[src/design/eho_pkg.sv]
// Shared types and constants of the event hold activity block.
package eho_pkg;

    localparam int SLOT_COUNT_DEF = 10;
    localparam int CFG_IDX_W      = 8;
    localparam int CFG_DATA_W     = 16;
    localparam int TIME_W         = 32;

    localparam logic [CFG_DATA_W-1:0] HOLD_RST   = 16'd50;
    localparam logic [CFG_DATA_W-1:0] WINDOW_RST = 16'd100;

    localparam logic [CFG_IDX_W-1:0] REG_HOLD   = 8'd0;
    localparam logic [CFG_IDX_W-1:0] REG_WINDOW = 8'd1;

    typedef enum logic [1:0] {
        MS_SLEEP    = 2'd0,
        MS_ACTIVATE = 2'd1,
        MS_EXPIRE   = 2'd2,
        MS_WAIT     = 2'd3
    } t_mstate;

    typedef struct packed {
        logic              action;
        logic [7:0]        ev_code;
        logic [TIME_W-1:0] now_ms;
    } t_item;

    typedef struct packed {
        logic       event_output;
        logic [3:0] pending_count;
        logic       add_dropped;
        logic       task_busy;
    } t_result;

    typedef struct packed {
        logic load;
        logic add_step;
        logic idx_inc;
        logic rd;
        logic activate;
        logic decide;
    } t_cmd;

    typedef struct packed {
        logic is_add;
        logic ev_zero;
        logic slot_free;
        logic idx_last;
        logic run_skip;
        logic run_activate;
        logic run_wait;
    } t_status;

endpackage

[src/design/event_hold_activity_output.sv]
// Add: result strobed straight from decode for event code 0, else once the scan for a free slot ends.
// Run: strobe straight from decode when asleep and empty, else after a scan of every slot (one slot a cycle
// through the time memory's registered read port, then a drain state and the window decision).
// The next request is taken once the controller is back in idle after the strobe; o_busy stays high until then.
// Synchronous active-low reset: table empty, machine asleep, output low, registers at 50/100.
// Results are strobed for one cycle and cannot be stalled.
module event_hold_activity_output #(
    parameter int SLOT_COUNT = eho_pkg::SLOT_COUNT_DEF
) (
    input  logic                           i_clk,
    input  logic                           i_rst_n,
    input  logic                           i_start,
    output logic                           o_busy,
    input  eho_pkg::t_item                 i_item,
    output logic                           o_strobe,
    output eho_pkg::t_result               o_result,
    input  logic                           i_cfg_valid,
    output logic                           o_cfg_ready,
    input  logic [eho_pkg::CFG_IDX_W-1:0]  i_cfg_index,
    input  logic [eho_pkg::CFG_DATA_W-1:0] i_cfg_data
);
    import eho_pkg::*;

    t_cmd    cmd;
    t_status status;

    assign o_cfg_ready = 1'b1;

    eho_ctrl u_ctrl (
        .i_clk    (i_clk),
        .i_rst_n  (i_rst_n),
        .i_start  (i_start),
        .i_status (status),
        .o_cmd    (cmd),
        .o_busy   (o_busy),
        .o_strobe (o_strobe)
    );

    eho_datapath #(
        .SLOT_COUNT(SLOT_COUNT)
    ) u_datapath (
        .i_clk       (i_clk),
        .i_rst_n     (i_rst_n),
        .i_cmd       (cmd),
        .o_status    (status),
        .i_item      (i_item),
        .i_cfg_we    (i_cfg_valid && o_cfg_ready),
        .i_cfg_index (i_cfg_index),
        .i_cfg_data  (i_cfg_data),
        .o_result    (o_result)
    );

endmodule

[src/design/eho_datapath.sv]
// Datapath: slot table, time memory, counters, config and machine registers.
module eho_datapath #(
    parameter int SLOT_COUNT = eho_pkg::SLOT_COUNT_DEF
) (
    input  logic                           i_clk,
    input  logic                           i_rst_n,
    input  eho_pkg::t_cmd                  i_cmd,
    output eho_pkg::t_status               o_status,
    input  eho_pkg::t_item                 i_item,
    input  logic                           i_cfg_we,
    input  logic [eho_pkg::CFG_IDX_W-1:0]  i_cfg_index,
    input  logic [eho_pkg::CFG_DATA_W-1:0] i_cfg_data,
    output eho_pkg::t_result               o_result
);
    import eho_pkg::*;

    localparam int IW = (SLOT_COUNT > 1) ? $clog2(SLOT_COUNT) : 1;
    localparam int CW = $clog2(SLOT_COUNT + 1);
    localparam logic [IW-1:0] IDX_LAST = IW'(SLOT_COUNT - 1);

    logic [CFG_DATA_W-1:0] r_hold;
    logic [CFG_DATA_W-1:0] r_window;
    t_mstate               r_mstate;
    logic [TIME_W-1:0]     r_window_start;
    logic [SLOT_COUNT-1:0] r_valid;
    logic [CW-1:0]         r_count;
    logic                  r_output;
    logic                  r_dropped;

    logic                  r_action;
    logic [7:0]            r_ev;
    logic [TIME_W-1:0]     r_now;
    logic [IW-1:0]         r_idx;

    logic [TIME_W-1:0]     r_mem [SLOT_COUNT];
    logic [TIME_W-1:0]     r_rd_time;
    logic [IW-1:0]         r_rd_idx;
    logic                  r_rd_on;

    logic                  add_hit;
    logic                  expire_hit;
    logic [TIME_W-1:0]     age;
    logic [TIME_W-1:0]     elapsed;
    logic [CW+3:0]         count_ext;

    assign add_hit    = i_cmd.add_step && !r_valid[r_idx];
    assign age        = r_now - r_rd_time;
    assign expire_hit = r_rd_on && r_valid[r_rd_idx]
                        && (age >= {{(TIME_W-CFG_DATA_W){1'b0}}, r_hold});
    assign elapsed    = r_now - r_window_start;

    always_ff @(posedge i_clk) begin
        if (!i_rst_n) begin
            r_hold   <= HOLD_RST;
            r_window <= WINDOW_RST;
        end else if (i_cfg_we) begin
            if (i_cfg_index == REG_HOLD) begin
                r_hold <= i_cfg_data;
            end else if (i_cfg_index == REG_WINDOW) begin
                r_window <= i_cfg_data;
            end
        end
    end

    // latched request and scan index
    always_ff @(posedge i_clk) begin
        if (i_cmd.load) begin
            r_action <= i_item.action;
            r_ev     <= i_item.ev_code;
            r_now    <= i_item.now_ms;
        end
    end

    always_ff @(posedge i_clk) begin
        if (!i_rst_n) begin
            r_idx <= '0;
        end else if (i_cmd.load) begin
            r_idx <= '0;
        end else if (i_cmd.idx_inc) begin
            r_idx <= r_idx + IW'(1);
        end
    end

    // slot time memory
    always_ff @(posedge i_clk) begin
        if (add_hit) begin
            r_mem[r_idx] <= r_now;
        end
    end

    always_ff @(posedge i_clk) begin
        if (i_cmd.rd) begin
            r_rd_time <= r_mem[r_idx];
            r_rd_idx  <= r_idx;
        end
    end

    always_ff @(posedge i_clk) begin
        if (!i_rst_n) begin
            r_rd_on <= 1'b0;
        end else begin
            r_rd_on <= i_cmd.rd;
        end
    end

    always_ff @(posedge i_clk) begin
        if (!i_rst_n) begin
            r_valid <= '0;
            r_count <= '0;
        end else if (add_hit) begin
            r_valid[r_idx] <= 1'b1;
            r_count        <= r_count + CW'(1);
        end else if (expire_hit) begin
            r_valid[r_rd_idx] <= 1'b0;
            r_count           <= r_count - CW'(1);
        end
    end

    always_ff @(posedge i_clk) begin
        if (!i_rst_n) begin
            r_dropped <= 1'b0;
        end else if (i_cmd.load) begin
            r_dropped <= 1'b0;
        end else if (i_cmd.add_step && r_valid[r_idx] && (r_idx == IDX_LAST)) begin
            r_dropped <= 1'b1;
        end
    end

    always_ff @(posedge i_clk) begin
        if (!i_rst_n) begin
            r_mstate       <= MS_SLEEP;
            r_window_start <= '0;
            r_output       <= 1'b0;
        end else if (i_cmd.activate) begin
            r_output       <= 1'b1;
            r_window_start <= r_now;
        end else if (i_cmd.decide) begin
            if (elapsed < {{(TIME_W-CFG_DATA_W){1'b0}}, r_window}) begin
                r_mstate <= MS_EXPIRE;
            end else if (r_count != '0) begin
                r_mstate <= MS_ACTIVATE;
            end else begin
                r_mstate <= MS_SLEEP;
                r_output <= 1'b0;
            end
        end
    end

    always_comb begin
        o_status.is_add       = !r_action;
        o_status.ev_zero      = (r_ev == 8'd0);
        o_status.slot_free    = !r_valid[r_idx];
        o_status.idx_last     = (r_idx == IDX_LAST);
        o_status.run_skip     = (r_mstate == MS_SLEEP) && (r_count == '0);
        o_status.run_activate = (r_mstate == MS_SLEEP) || (r_mstate == MS_ACTIVATE);
        o_status.run_wait     = (r_mstate == MS_WAIT);
    end

    assign count_ext = {4'b0000, r_count};

    always_comb begin
        o_result.event_output  = r_output;
        o_result.pending_count = count_ext[3:0];
        o_result.add_dropped   = r_dropped;
        o_result.task_busy     = (r_count != '0) || (r_mstate != MS_SLEEP);
    end

endmodule

[src/design/eho_ctrl.sv]
// Controller: sequences add scans, expire scans and the window decision.
module eho_ctrl (
    input  logic             i_clk,
    input  logic             i_rst_n,
    input  logic             i_start,
    input  eho_pkg::t_status i_status,
    output eho_pkg::t_cmd    o_cmd,
    output logic             o_busy,
    output logic             o_strobe
);
    import eho_pkg::*;

    typedef enum logic [2:0] {
        S_IDLE,
        S_DECODE,
        S_ADD,
        S_SCAN,
        S_DRAIN,
        S_WAIT,
        S_RESULT
    } t_state;

    t_state r_state;
    logic   r_busy;
    logic   r_strobe;

    assign o_busy   = r_busy;
    assign o_strobe = r_strobe;

    always_comb begin
        o_cmd = '0;
        unique case (r_state)
            S_IDLE: begin
                o_cmd.load = i_start;
            end
            S_DECODE: begin
                o_cmd.activate = !i_status.is_add && !i_status.run_skip
                                 && i_status.run_activate;
            end
            S_ADD: begin
                o_cmd.add_step = 1'b1;
                o_cmd.idx_inc  = !i_status.slot_free && !i_status.idx_last;
            end
            S_SCAN: begin
                o_cmd.rd      = 1'b1;
                o_cmd.idx_inc = !i_status.idx_last;
            end
            S_WAIT: begin
                o_cmd.decide = 1'b1;
            end
            S_DRAIN, S_RESULT: begin
            end
            default: begin
            end
        endcase
    end

    always_ff @(posedge i_clk) begin
        if (!i_rst_n) begin
            r_state  <= S_IDLE;
            r_busy   <= 1'b0;
            r_strobe <= 1'b0;
        end else begin
            unique case (r_state)
                S_IDLE: begin
                    if (i_start) begin
                        r_state <= S_DECODE;
                        r_busy  <= 1'b1;
                    end
                end
                S_DECODE: begin
                    priority if (i_status.is_add && i_status.ev_zero) begin
                        r_state  <= S_RESULT;
                        r_strobe <= 1'b1;
                    end else if (i_status.is_add) begin
                        r_state <= S_ADD;
                    end else if (i_status.run_skip) begin
                        r_state  <= S_RESULT;
                        r_strobe <= 1'b1;
                    end else if (i_status.run_wait) begin
                        r_state <= S_WAIT;
                    end else begin
                        r_state <= S_SCAN;
                    end
                end
                S_ADD: begin
                    if (i_status.slot_free || i_status.idx_last) begin
                        r_state  <= S_RESULT;
                        r_strobe <= 1'b1;
                    end
                end
                S_SCAN: begin
                    if (i_status.idx_last) begin
                        r_state <= S_DRAIN;
                    end
                end
                S_DRAIN: begin
                    r_state <= S_WAIT;
                end
                S_WAIT: begin
                    r_state  <= S_RESULT;
                    r_strobe <= 1'b1;
                end
                S_RESULT: begin
                    r_state  <= S_IDLE;
                    r_busy   <= 1'b0;
                    r_strobe <= 1'b0;
                end
                default: begin
                    r_state <= S_IDLE;
                end
            endcase
        end
    end

endmodule

[config.mk]
export PLATFORM = sky130hd
export DESIGN_NAME = event_hold_activity_output
export DESIGN_NICKNAME = d
export VERILOG_FILES = /design/src/design/eho_pkg.sv /design/src/design/event_hold_activity_output.sv /design/src/design/eho_datapath.sv /design/src/design/eho_ctrl.sv
export SDC_FILE = /design/constraint.sdc
export NUM_CORES = 1
export LEC_CHECK = 0
export BUFFER_PORTS_ARGS = -buffer_cell sky130_fd_sc_hd__buf_2
export CAP_MARGIN = 20
export CORE_ASPECT_RATIO = 1.5
export CORE_MARGIN = 10
export CORE_UTILIZATION = 60
export CTS_CLUSTER_DIAMETER = 200
export DETAILED_ROUTE_END_ITERATION = 8
export PLACE_DENSITY = 0.8
export SYNTH_ARGS = -nofsm -noshare
export SYNTH_HDL_FRONTEND = slang
export SYNTH_SLANG_ARGS = --single-unit
[constraint.sdc]
create_clock -name i_clk -period 6.69 [get_ports i_clk]
set_input_delay 0.669 -clock i_clk [delete_from_list [all_inputs] [get_ports i_clk]]
set_output_delay 0.669 -clock i_clk [all_outputs]
set_load 0.05 [all_outputs]
==> summary.md <==
| Metric | Value |
|---|---|
| Clk buf depth | `3` |
| Post-CTS Hold Buffers | `0` |
| Horiz. Die Dim | `180 um` |
| Cts repair resizes | `0` |
| Avg WL per Cell | `24.6 um` |
| Congestion Overflow GR | `0` |
| Clk slew on worst S/H paths | `0.07 ns` |
| Nets | `1997` |
| Initial Util | `60.4%` |
| CTS Buf Count | `43` |
| Clock H-tree levels | `2` |
| CP startpoint | `u_datapath.r_now[0]` |
| Data required time of the worst path | `7.15 ns` |
| Number of global-route vias before repair | `15500` |
| Final instance area | `25500 um2` |
| Vias per std cell | `6.42` |
| Worst slew pin tran | `1.22 ns` |
| Root Driver | `clkbuf_16` |
| Worst setup EP type | `register` |
| Tot Pwr | `8.99 mW` |
| DR DRC count | `0` |
| #FFs+latches synth | `489` |
| Sequential cell area fraction in the yosys report | `59.5%` |
| ANT nets after route | `0` |
| Reg power frac | `43.8%` |
| Initial antenna violation count | `0` |
| CTS tree | `built` |
| Worst vdd ir | `0.393 mV` |
| Slew Limit Fails | `0` |
| Router iterations before antenna repair | `6` |
| Setup TNS | `0 ns` |
| Status | `finished clean` |
| Worst hold start | `i_item[14]` |
| Die area | `47000 um2` |
| Clock sinks | `489` |
| Crit Path Category | `reg2reg` |
| Most frequent cells in the layout | `edfxtp_1, nand2_1, inv_1` |
| Max FO, Critical Path | `12` |
| DP Cell Count | `2276` |
| CP startpoint kind | `register` |
| Fmax | `194 MHz` |
| Pleak | `8.78 nW` |
| P_int | `6.14 mW` |
| RR Startpoint | `u_datapath.r_now[0]` |
| Hold-critical path depth | `1` |
| Num ports | `79` |
| Area Growth Syn to Fin | `10.4%` |
| Post-synthesis cell area | `23100 um2` |
| Max incr delay on CP | `0.55 ns` |
| HPWL Detailed | `37100 um` |
| Final wirelength | `57900 um` |
| Hold Crit Class | `in2reg` |
| Multi-input logic area | `8620 um2` |
| CORE AREA | `38300 um2` |
| Ys async rst share | `0%` |
| Clk Latency, worst-skew pair | `0.56 ns` |
| Clk pwr share | `29.4%` |
| Sw frac | `31.7%` |
| R2R cell count | `20` |
| Warnings, synthesis | `0` |
| Setup violators final | `0` |
| Max Cap Viol | `0` |
| Drt initial violations | `1355` |
| Die Height | `261 um` |
| Final period util | `77.1%` |
| Setup bufs post-CTS | `0` |
| N_diodes | `0` |
| Most common cell after layout, fill and taps aside | `edfxtp_1` |
| Synth Flop Type | `edfxtp_1` |
| Place WS | `1.65 ns` |
| Routed vias | `15100` |
| GRT Overall Usage | `24.0%` |
| Syn Inst Count | `1765` |
| NetSw | `2.85 mW` |
| Comb pwr share | `26.7%` |
| Share of cells above drive strength 1 | `14.8%` |
| Fillers | `2654` |
| Tmin final | `5.16 ns` |
| Final setup margin | `1.53 ns` |
| Power per cell area | `352 nW/um2` |
| Row count | `88` |
| Unique masters post-synth | `82` |
| RSZ-0062 raised after global routing | `false` |
| Final Non-Filler Cells | `2355` |
| Hold_ws | `0.277 ns` |
| Final Util | `66.6%` |
| Placer congestion estimate | `1.02` |
| Avg Cell Area, Syn | `13.1 um2` |
| Seq. cell area | `13800 um2` |
| Port bufs | `77` |
| Crit path cell chain | `inv_1 -> ha_1 -> fa_1 -> nor2b_1 -> o2111ai_1 -> nand2_1 -> nand2_1 -> o21ai_0 -> a31oi_1 -> xnor2_1 -> ha_1 -> and4_1 -> a221o_1 -> a211oi_1 -> o2111ai_1 -> a2111oi_0 -> nand3_1 -> a2111oi_0 -> nand4_1 -> a32o_1` |
| Largest net degree at the start of global routing | `64` |
| Worst slew margin | `16.7%` |
| Fin Clk Skew | `0.0201 ns` |
| EDFF count, synth | `397` |
| Final hold violations | `0` |
| Placed Area | `24000 um2` |
| Worst endpoint data arrival time | `5.62 ns` |
| First-pass GRT wire length | `88300 um` |
| Critical path's slowest cell | `edfxtp_1` |
| Synthesized net count | `1936` |
[final timing paths]
check / slack (ns) / endpoint
max: 1.53 / u_datapath.r_mstate[0]
min: 0.28 / u_datapath.r_now[14]
max reg2reg: 1.53 / u_datapath.r_mstate[0]
min reg2reg: 0.47 / u_datapath.r_window_start[27]
[cells in the mapped netlist, drive strengths merged (4+ instances only)]
library cell	n	area share, %
clkbuf	68	1.1
a21oi	96	2.1
xnor2	26	0.98
o21ai	55	1.2
dfxtp	92	8.0
nand3b	4	0.13
and3	7	0.19
inv	113	1.8
a31oi	21	0.59
and2	51	1.4
a211o	5	0.19
o21a	24	0.78
or3	6	0.16
mux4	68	6.6
mux2i	73	3.2
buf	18	0.46
nand3	27	0.58
nor2	68	1.1
nand2	141	2.3
nor3	21	0.45
o2111ai	7	0.26
nand4	25	0.68
xor2	18	0.68
nor2b	40	1.1
a21boi	35	1.1
nand2b	7	0.19
a211oi	45	1.5
a2111oi	8	0.39
o22ai	4	0.14
o31a	4	0.19
o211ai	15	0.51
nor4	8	0.22
edfxtp	397	52
ha	99	5.4
a21o	20	0.65
[cell type report]
type	count	share of cell area (%)
flip-flops and latches	489	53.9
multi-input cells	1077	33.8
clock buffers	54	4.70
well taps	495	2.43
repair buffers	102	2.29
inverters	113	1.66
clock inverters	25	1.23
[cell families (layout without fill, tap and decap cells)]
kind of cell	Yosys count	in the layout	share of synthesized area [%]
AO/OA/AOI/OAI	374	374	11.2
XOR/XNOR	44	44	1.67
adder cells (fa/ha/maj)	102	102	5.61
buffers and inverters	199	294	3.40
flip-flops	489	489	59.5
multiplexers	142	142	9.83
other	1	1	0.0162
AND/OR/NAND/NOR	414	414	8.77
[worst max-delay path: cells and delay by family, from the launching register on]
| family | cells | cell delay [ns] |
|---|---|---|
| compound gates | 9 | 2.31 |
| flops | 1 | 0.55 |
| xor+xnor | 1 | 0.15 |
| buf+inv | 1 | 0.12 |
| simple gates | 6 | 0.99 |
| fa+ha+maj | 3 | 0.97 |
[layer usage]
layer / vias to the layer above / global-route usage (%) / wire (um)
li1: 6793 / - / -
met3: 164 / 3.13 / 3860
met2: 651 / 41.8 / 29300
met4: 0 / 12.0 / 2770
met1: 7505 / 29.0 / 22000
met5: - / 0 / 0
[power groups by stage]
stage,sequential (mW),combinational (mW),clock [mW]
floorplan,3.90,1.74,0
global placement,3.97,2.28,0
detailed placement,4.00,2.34,0
CTS,3.94,2.37,2.67
global route,3.97,2.62,2.79
finish,3.94,2.40,2.65
[flip-flops by register name, summed over array words and instances, names as in the netlist]
signal                     count
u_ctrl.o_strobe                1
u_datapath.r_mem             320
u_datapath.r_action            1
u_datapath.r_now              32
u_datapath.r_output            1
u_datapath.r_valid            10
u_datapath.r_idx               4
u_datapath.r_count             4
u_datapath.r_hold             16
u_ctrl.r_state                 3
u_datapath.r_window           16
u_datapath.r_window_start     32
u_ctrl.o_busy                  1
u_datapath.r_rd_on             1
u_datapath.r_rd_idx            4
u_datapath.r_mstate            2
u_datapath.r_dropped           1
u_datapath.r_ev                8
u_datapath.r_rd_time          32
No activity file was read; power rests on OpenSTA's default activity.
